## src/design/isct_pkg.sv

```systemverilog
package isct_pkg;
	localparam int MAX_INTERVALS = 16;
	localparam int IW = $clog2(MAX_INTERVALS);
	localparam int CW = $clog2(MAX_INTERVALS + 1);

	localparam logic [1:0] OP_ADD  = 2'd0;
	localparam logic [1:0] OP_COV  = 2'd1;
	localparam logic [1:0] OP_NEXT = 2'd2;
	localparam logic [1:0] OP_RSVD = 2'd3;

	localparam logic [1:0] KIND_PIECE  = 2'd0;
	localparam logic [1:0] KIND_NONE   = 2'd1;
	localparam logic [1:0] KIND_ANSWER = 2'd2;
	localparam logic [1:0] KIND_REJECT = 2'd3;

	typedef struct packed {
		logic [31:0] b;
		logic [31:0] t;
	} entry_t;

	typedef struct packed {
		logic        we;
		logic [IW-1:0] waddr;
		entry_t      wdata;
		logic [IW-1:0] raddr;
	} ram_ctl_t;
endpackage

```

## src/design/interval_set_coverage_tracker_top.sv

```systemverilog
// Interval set coverage tracker.
// A query scans the n stored entries once; an add that is stored scans them, then makes an emit
// pass for its pieces and a table rewrite over the single read port. Output stalls hold either.
// Throughput: one request at a time; a new request is taken only when idle with the output free.
// Reset: asynchronous, clears the entry count and control; table contents undefined.
module interval_set_coverage_tracker_top import isct_pkg::*; (
	input  logic        clk,
	input  logic        arst_n,
	input  logic        in_valid,
	output logic        in_ready,
	input  logic [1:0]  op,
	input  logic [31:0] range_start,
	input  logic [31:0] range_length,
	output logic        out_valid,
	input  logic        out_ready,
	output logic [1:0]  kind,
	output logic [31:0] piece_start,
	output logic [31:0] piece_length,
	output logic        covered,
	output logic [31:0] next_position,
	output logic        last
);
	localparam logic [3:0] ST_IDLE  = 4'd0;
	localparam logic [3:0] ST_SCAN  = 4'd1; // pass 1: run, gaps, query answers
	localparam logic [3:0] ST_DEC   = 4'd2;
	localparam logic [3:0] ST_EMIT  = 4'd3; // pass 2: pieces
	localparam logic [3:0] ST_TAIL  = 4'd4;
	localparam logic [3:0] ST_WAIT  = 4'd5; // single result waiting
	localparam logic [3:0] ST_SHIFT = 4'd6; // pass 3: rewrite table
	localparam logic [3:0] ST_PUT   = 4'd7;

	logic [3:0]    state_q;
	logic [CW-1:0] n_q;
	logic [1:0]    op_q;
	logic [31:0]   s_q;
	logic [32:0]   e_q;
	logic [CW-1:0] ri_q;   // read address issued
	logic          rv_q;   // read data valid on rdata
	logic [CW-1:0] di_q;   // index of data on rdata
	logic [CW-1:0] lo_q, hi_q, k_q;
	logic [CW:0]   pieces_q, p_q;
	logic [32:0]   cur_q;
	logic          brk_q, cov_q;
	logic [31:0]   nxt_q;
	logic [31:0]   nb_q, nt_q;
	logic [CW-1:0] pos_q;
	logic          fpos_q;
	logic [CW-1:0] wi_q;   // rewrite write index
	entry_t        rdata;
	ram_ctl_t      ctl;

	logic          ov_q;
	logic [1:0]    kind_q;
	logic [31:0]   ps_q, pl_q, np_q;
	logic          cv_q, last_q;

	isct_ram u_ram (.clk(clk), .ctl(ctl), .rdata(rdata));

	wire out_free = !ov_q || out_ready;
	assign in_ready = (state_q == ST_IDLE) && out_free;
	wire acc = in_valid && in_ready;
	wire [32:0] e_in = {1'b0, range_start} + {1'b0, range_length};

	wire [32:0] rb = {1'b0, rdata.b};
	wire [32:0] rt = {1'b0, rdata.t};
	wire [CW-1:0] n_eff = n_q;
	wire [CW:0] newn = {1'b0, n_q} - {1'b0, k_q} + 1'b1;

	// read address and rewrite port; an entry held in the emit pass is read again
	always_comb begin
		ctl = '0;
		ctl.raddr = (state_q == ST_EMIT && rv_q) ? di_q[IW-1:0] : ri_q[IW-1:0];
		if (state_q == ST_PUT) begin
			ctl.we = 1'b1;
			ctl.waddr = pos_q[IW-1:0];
			ctl.wdata.b = nb_q;
			ctl.wdata.t = nt_q;
		end else if (state_q == ST_SHIFT && rv_q) begin
			ctl.we = 1'b1;
			ctl.waddr = wi_q[IW-1:0];
			ctl.wdata = rdata;
		end
	end

	always_ff @(posedge clk or negedge arst_n) begin
		if (!arst_n) begin
			state_q <= ST_IDLE;
			n_q <= '0;
			ov_q <= 1'b0;
			rv_q <= 1'b0;
		end else begin
			if (ov_q && out_ready) ov_q <= 1'b0;
			case (state_q)
				ST_IDLE: begin
					if (acc) begin
						op_q <= op; s_q <= range_start; e_q <= e_in;
						ri_q <= '0; rv_q <= 1'b0;
						k_q <= '0; lo_q <= n_q; hi_q <= '0;
						pieces_q <= '0; cur_q <= {1'b0, range_start}; brk_q <= 1'b0;
						cov_q <= 1'b0; nxt_q <= range_start;
						pos_q <= n_q; fpos_q <= 1'b0;
						ps_q <= '0; pl_q <= '0; cv_q <= 1'b0; np_q <= '0; last_q <= 1'b1;
						if (op == OP_RSVD || (op == OP_ADD && e_in[32])) begin
							kind_q <= KIND_REJECT; state_q <= ST_WAIT;
						end else if (op == OP_ADD && range_length == 32'd0) begin
							kind_q <= KIND_NONE; state_q <= ST_WAIT;
						end else begin
							state_q <= ST_SCAN;
						end
					end
				end
				ST_SCAN: begin
					if (rv_q) begin
						if (op_q == OP_ADD) begin
							if (rt >= {1'b0, s_q} && rb <= e_q) begin
								if (k_q == '0) lo_q <= di_q;
								hi_q <= di_q; k_q <= k_q + 1'b1;
							end
							if (!fpos_q && !(rdata.b < s_q)) begin
								pos_q <= di_q; fpos_q <= 1'b1;
							end
							if (!brk_q) begin
								if (rb >= e_q) brk_q <= 1'b1;
								else if (rt > cur_q) begin
									if (rb > cur_q) pieces_q <= pieces_q + 1'b1;
									cur_q <= rt;
								end
							end
						end else if (op_q == OP_COV) begin
							if (rdata.b <= s_q && rt >= e_q) cov_q <= 1'b1;
						end else begin
							if (rdata.b <= s_q && s_q < rdata.t) nxt_q <= rdata.t;
						end
					end
					di_q <= ri_q;
					if (ri_q < n_eff) begin
						rv_q <= 1'b1; ri_q <= ri_q + 1'b1;
					end else if (rv_q) begin
						rv_q <= 1'b0;
					end else begin
						state_q <= (op_q == OP_ADD) ? ST_DEC : ST_WAIT;
						kind_q <= KIND_ANSWER;
						cv_q <= (op_q == OP_COV) && cov_q && !e_q[32];
						np_q <= (op_q == OP_NEXT) ? nxt_q : 32'd0;
					end
				end
				ST_DEC: begin
					if (cur_q < e_q) pieces_q <= pieces_q + 1'b1;
					if (pieces_q == '0 && !(cur_q < e_q)) begin
						kind_q <= KIND_NONE; state_q <= ST_WAIT;
					end else if (newn > (CW+1)'(MAX_INTERVALS)) begin
						kind_q <= KIND_REJECT; state_q <= ST_WAIT;
					end else begin
						nb_q <= s_q; nt_q <= e_q[31:0];
						cur_q <= {1'b0, s_q}; brk_q <= 1'b0; p_q <= '0;
						ri_q <= '0; rv_q <= 1'b0;
						state_q <= ST_EMIT;
					end
				end
				ST_EMIT: begin
					// one entry at a time: read it, then handle it before the next read; hold while the output is busy
					if (rv_q) begin
						if (brk_q || rb >= e_q || rt <= cur_q) begin
							if (rb >= e_q) brk_q <= 1'b1;
							rv_q <= 1'b0;
						end else if (rb > cur_q) begin
							if (out_free) begin
								ov_q <= 1'b1; kind_q <= KIND_PIECE;
								ps_q <= cur_q[31:0]; pl_q <= rdata.b - cur_q[31:0];
								last_q <= (p_q + 1'b1 == pieces_q);
								p_q <= p_q + 1'b1; cur_q <= rt; rv_q <= 1'b0;
							end
						end else begin
							cur_q <= rt; rv_q <= 1'b0;
						end
						if (di_q == lo_q && k_q != '0) nb_q <= (rdata.b < s_q) ? rdata.b : s_q;
						if (di_q == hi_q && k_q != '0 && rt > e_q) nt_q <= rdata.t;
					end else if (ri_q < n_eff) begin
						di_q <= ri_q; rv_q <= 1'b1; ri_q <= ri_q + 1'b1;
					end else begin
						state_q <= ST_TAIL;
					end
				end
				ST_TAIL: begin
					if (out_free) begin
						if (cur_q < e_q) begin
							ov_q <= 1'b1; kind_q <= KIND_PIECE;
							ps_q <= cur_q[31:0]; pl_q <= e_q[31:0] - cur_q[31:0];
							last_q <= 1'b1;
						end
						if (k_q != '0) begin
							pos_q <= lo_q; wi_q <= lo_q + 1'b1; ri_q <= hi_q + 1'b1;
						end else begin
							// move entries up from the top down
							wi_q <= n_q; ri_q <= n_q - 1'b1;
						end
						rv_q <= 1'b0;
						state_q <= ST_SHIFT;
					end
				end
				ST_SHIFT: begin
					if (k_q != '0) begin
						if (rv_q) wi_q <= wi_q + 1'b1;
						if (ri_q < n_q && !rv_q) begin
							rv_q <= 1'b1; ri_q <= ri_q + 1'b1;
						end else if (rv_q) begin
							rv_q <= 1'b0;
						end else begin
							state_q <= ST_PUT;
						end
					end else begin
						if (rv_q) wi_q <= wi_q - 1'b1;
						if (wi_q > pos_q && !rv_q) begin
							rv_q <= 1'b1;
						end else if (rv_q) begin
							rv_q <= 1'b0; ri_q <= ri_q - 1'b1;
						end else begin
							state_q <= ST_PUT;
						end
					end
				end
				ST_PUT: begin
					n_q <= newn[CW-1:0];
					state_q <= ST_IDLE;
				end
				ST_WAIT: begin
					if (out_free) begin
						ov_q <= 1'b1; last_q <= 1'b1;
						state_q <= ST_IDLE;
					end
				end
				default: state_q <= ST_IDLE;
			endcase
		end
	end

	assign out_valid = ov_q;
	assign kind = kind_q;
	assign piece_start = (kind_q == KIND_PIECE) ? ps_q : 32'd0;
	assign piece_length = (kind_q == KIND_PIECE) ? pl_q : 32'd0;
	assign covered = (kind_q == KIND_ANSWER) ? cv_q : 1'b0;
	assign next_position = (kind_q == KIND_ANSWER) ? np_q : 32'd0;
	assign last = last_q;

	// checks
	a_count: assert property (@(posedge clk) disable iff (!arst_n)
		n_q <= CW'(MAX_INTERVALS)) else $error("entry count overflow");
	a_hold: assert property (@(posedge clk) disable iff (!arst_n)
		out_valid && !out_ready |=> out_valid && $stable(kind))
		else $error("result dropped");
	a_idle: assert property (@(posedge clk) disable iff (!arst_n)
		in_ready |-> state_q == ST_IDLE) else $error("accept while busy");
endmodule

```

## src/design/isct_ram.sv

```systemverilog
module isct_ram import isct_pkg::*; (
	input  logic     clk,
	input  ram_ctl_t ctl,
	output entry_t   rdata
);
	entry_t mem [MAX_INTERVALS];

	// one write port, one registered read port
	always_ff @(posedge clk) begin
		if (ctl.we) begin
			mem[ctl.waddr] <= ctl.wdata;
		end
		rdata <= mem[ctl.raddr];
	end
endmodule
```

## config.mk

```make
export PLATFORM = sky130hd
export DESIGN_NAME = interval_set_coverage_tracker_top
export DESIGN_NICKNAME = d
export VERILOG_FILES = /design/src/design/isct_pkg.sv /design/src/design/interval_set_coverage_tracker_top.sv /design/src/design/isct_ram.sv
export SDC_FILE = /design/constraint.sdc
export NUM_CORES = 2
export LEC_CHECK = 0
export BUFFER_PORTS_ARGS = -buffer_cell sky130_fd_sc_hd__buf_2
export CORE_MARGIN = 2
export CORE_UTILIZATION = 55
export CTS_CLUSTER_DIAMETER = 120
export DETAILED_ROUTE_END_ITERATION = 7
export PLACE_DENSITY = 0.72
export RECOVER_POWER = 50
export SYNTH_ARGS = -nofsm -noshare
export SYNTH_HDL_FRONTEND = slang
export SYNTH_SLANG_ARGS = --single-unit
```

## constraint.sdc

```tcl
create_clock -name clk -period 7.24 [get_ports clk]
set_input_delay 1.086 -clock clk [delete_from_list [all_inputs] [get_ports clk]]
set_output_delay 1.086 -clock clk [all_outputs]
set_load 0.05 [all_outputs]
```

==> run_results.csv <==
group,metric,value,unit
outcome,outcome,"complete, but fails checks",
outcome,failed_checks,"capacitance limit, slew limit",
critical_path,crit_path_start,"state_q[2]",
route,drtIter0Drc,4650,
global_routing,first_global_vias,39100,
global_routing,grt_pass1_wl,256,mm
timing,fin_crit,6050,ps
timing,drv_slew,300,
power,ir_worst_vdd,340,uV
critical_path,crit_path_end_kind,"flip-flop",
power,power_switching,10900,uW
synth,synth-edff-count,1369,
critical_path,r2r.worst_path.cells,7,
critical_path,critPathLaunchType,"flip-flop",
synth,synthesis.nets,4757,
critical_path,crit_end,"u_ram.mem[0][1]",
critical_path,critPathRequiredTime,7660,ps
floorplan,floorplan.initialDensity,55.5,%
critical_path,critPathKind,"reg2reg",
route,first_pass_iters,7,
timing,setup_tns,0,ps
cells_and_area,largest_reg_flops,1024,
route,routed-via-count,40000,
power,internal_power,19100,uW
synth,sequential_share_of_the_synthesized_area,65.0,%
synth,synth_area_leaders,"sky130_fd_sc_hd__edfxtp_1 63%, sky130_fd_sc_hd__mux4_2 8.8%, sky130_fd_sc_hd__ha_1 6.0%",
cts,ctsRootBufferMaster,"sky130_fd_sc_hd__clkbuf_16",
global_routing,grt_antenna_before_repair,2,
placement,place_congestion,0.945,
critical_path,critical_path.reg2reg.endpoint,"u_ram.mem[0][1]",
floorplan,top_level_ports,172,
timing,worst_pin_slew,2450,ps
placement,io_buffer_count,171,
global_routing,grt.overflow.total,0,
worst_hold_path,holdCritPathClass,"in2async",
timing,rsz0062_at_grt,"no",
cts,cts_resized,0,
power,comb_power_share,36.3,%
timing,worst_slew_margin_rel,-63.7,%
power,netSwitchingFraction,36.4,%
route,viasPerCell,6.40,
synth,synth.most_common_cell,"sky130_fd_sc_hd__edfxtp_1",
power,p_seq_share,38.1,%
synth,ys_flop_type,"sky130_fd_sc_hd__edfxtp_1",
cts,ctsHoldBuffers,0,
critical_path,worst_r2r_startpoint,"state_q[2]",
route,finalWirelength,174,mm
global_routing,grt_usage,28.6,%
synth,synthCells,4366,
cells_and_area,num-nets-final,4983,
synth,synthArstFlopShare,0.693,%
timing,largest_clock_skew_in_the_final_design,50.3,ps
timing,finalHoldWorstSlack,517,ps
route,wire_per_inst,27.8,microns
cts,cts_tree,"yes",
cts,postCtsSetupRepairBufs,0,
synth,netlist.top_cell.by_area,"sky130_fd_sc_hd__edfxtp_1",
floorplan,core_region_area,118000,sq um
cts,number_of_clock_buffers_inserted_by_tritoncts,145,
cells_and_area,register_name_with_the_most_flops,"u_ram.mem",
synth,yosys.cell_types.count,83,
timing,hold_violations,0,
cts,cts.sink_count,1443,
power,power_density,409,nW/um^2
timing,min_period_over_period,83.5,%
cts,insertion_delay,780,ps
critical_path,timing.critical_path.arrival,6460,ps
timing,finalSetupViolations,0,
synth,synth.avg_cell_area,15.0,sq um
timing,max_freq,0.165,GHz
synth,synth.cells.most_frequent,"1369 x sky130_fd_sc_hd__edfxtp_1, 370 x sky130_fd_sc_hd__nand2_1, 317 x sky130_fd_sc_hd__ha_1",
power,power.clock.fraction,25.6,%
synth,synth-seq-cells,1443,
synth,synth.yosys.warnings,0,
synth,yosysTopAreaCellShare,62.7,%
power,p_total,30000,uW
cts,max-clock-path-buffers,3,
cells_and_area,registers_with_the_most_flip_flops,"u_ram.mem x1024, u_ram.rdata x64, e_q x33",
floorplan,die_height,349,microns
route,remaining_routing_drc_violations,0,
floorplan,core.rowCount,126,
route,ant_nets,0,
cells_and_area,layout-drive-gt1-share,15.2,%
global_routing,grt_start_max_net_pins,129,
floorplan,die-area,122000,sq um
synth,syn-cell-area,65600,sq um
power,leakage,0.0266,uW
job,cap_violations,6,
cts,clock_transition_time_at_the_flip_flop_clock_pins_of_the_worst_setup_and_hold_paths,70,ps
cts,cts-htree-levels,4,
floorplan,floorplan.die.width,349,microns
cells_and_area,area_delta_synth_final,11.7,%
placement,place.detailed.hpwl,113,mm
critical_path,worstPathMaxFanout,52,
critical_path,r2r_setup_slack,1190,ps
[placed cells by master (no fill, tap or decap), types with 15 or more instances in the layout]
master / n
sky130_fd_sc_hd__buf_4: 50
sky130_fd_sc_hd__nand2_1: 368
sky130_fd_sc_hd__a22oi_1: 36
sky130_fd_sc_hd__nand4_1: 55
sky130_fd_sc_hd__ha_1: 317
sky130_fd_sc_hd__a21oi_1: 145
sky130_fd_sc_hd__a31oi_1: 73
sky130_fd_sc_hd__and3_1: 26
sky130_fd_sc_hd__a21o_1: 131
sky130_fd_sc_hd__xor2_1: 41
sky130_fd_sc_hd__o21bai_1: 15
sky130_fd_sc_hd__buf_2: 88
sky130_fd_sc_hd__nor2_1: 167
sky130_fd_sc_hd__and2_1: 176
sky130_fd_sc_hd__nand3_1: 52
sky130_fd_sc_hd__mux4_2: 256
sky130_fd_sc_hd__nor2_4: 17
sky130_fd_sc_hd__nor2b_1: 18
sky130_fd_sc_hd__clkbuf_1: 146
sky130_fd_sc_hd__clkinv_1: 20
sky130_fd_sc_hd__edfxtp_1: 1369
sky130_fd_sc_hd__o21ai_0: 247
sky130_fd_sc_hd__dfxtp_1: 64
sky130_fd_sc_hd__clkinv_2: 25
sky130_fd_sc_hd__clkbuf_16: 147
sky130_fd_sc_hd__clkbuf_8: 15
sky130_fd_sc_hd__nor3_1: 21
sky130_fd_sc_hd__and2_0: 25
sky130_fd_sc_hd__mux2_4: 29
sky130_fd_sc_hd__a22o_1: 32
sky130_fd_sc_hd__a211oi_1: 76
sky130_fd_sc_hd__xnor2_1: 57
sky130_fd_sc_hd__inv_1: 174
[logic make-up after synthesis]
logic type / share of synthesized area (%)
buffers and inverters: 2.34
adders and majority gates: 6.17
DFF: 65.0
muxes: 9.60
and+or+nand+nor: 7.20
xor gates and xnor gates: 1.31
AOI/OAI and AO/OA: 8.36
[worst min path at each step]
stage | from | endpoint | cells after the start | slack, ps
floorplan | ri_q[2] | di_q[2] | 0 | 450
global placement | nxt_q[8] | np_q[8] | 1 | 500
detailed placement | nxt_q[29] | np_q[29] | 1 | 500
CTS | arst_n | rv_q | 1 | 230
global route | arst_n | rv_q | 1 | 540
finish | arst_n | rv_q | 1 | 520
[power groups by stage]
stage                     clock network, uW  registers (uW)  logic [uW]
after floorplan                           0           11000        7940
after global placement                    0           11500       10700
after detailed placement                  0           11500       10800
after CTS                              7770           11400       10900
after global routing                   8060           11500       11900
final                                  7660           11400       10900
[metrics by stage]
| step | setup slack, ps | area, sq um | util (%) | cells |
|---|---|---|---|---|
| global route | 930 | 73200 | 62.0 | 6251 |
| global placement | 2040 | 68600 | 58.1 | 5981 |
| finish | 1190 | 73200 | 62.0 | 6252 |
| detailed placement | 2060 | 68600 | 58.1 | 5981 |
| CTS | 2010 | 73600 | 62.3 | 6251 |
| floorplan | 2490 | 65600 | - | 4366 |
[critical path, stage by stage (launching register included)]
cell	delay (ps)
sky130_fd_sc_hd__dfrtp_2	330
sky130_fd_sc_hd__buf_4	200
sky130_fd_sc_hd__clkbuf_1	1690
sky130_fd_sc_hd__and3_1	1160
sky130_fd_sc_hd__clkbuf_2	1110
sky130_fd_sc_hd__nand2_1	230
sky130_fd_sc_hd__o21ai_0	140
sky130_fd_sc_hd__clkbuf_1	730
[routing by layer]
metal	GRT usage, %	up-vias	routed length [microns]
met5	0	-	0
met4	10.1	0	6340
met3	4.83	337	16500
met2	44.3	2179	80100
met1	41.1	20100	70600
li1	-	17400	-
[layout make-up]
type / count / area [sq um]
repair buffers: 274 / 1510
flip-flops and latches: 1443 / 42600
fillers: 8544 / 44900
clock inverters: 85 / 942
clock buffers: 185 / 3970
diodes: 1 / 2.50
well taps: 1536 / 1920
multi-input cells: 2551 / 21600
inverters: 177 / 664
Power figures use the tool's default switching activity.
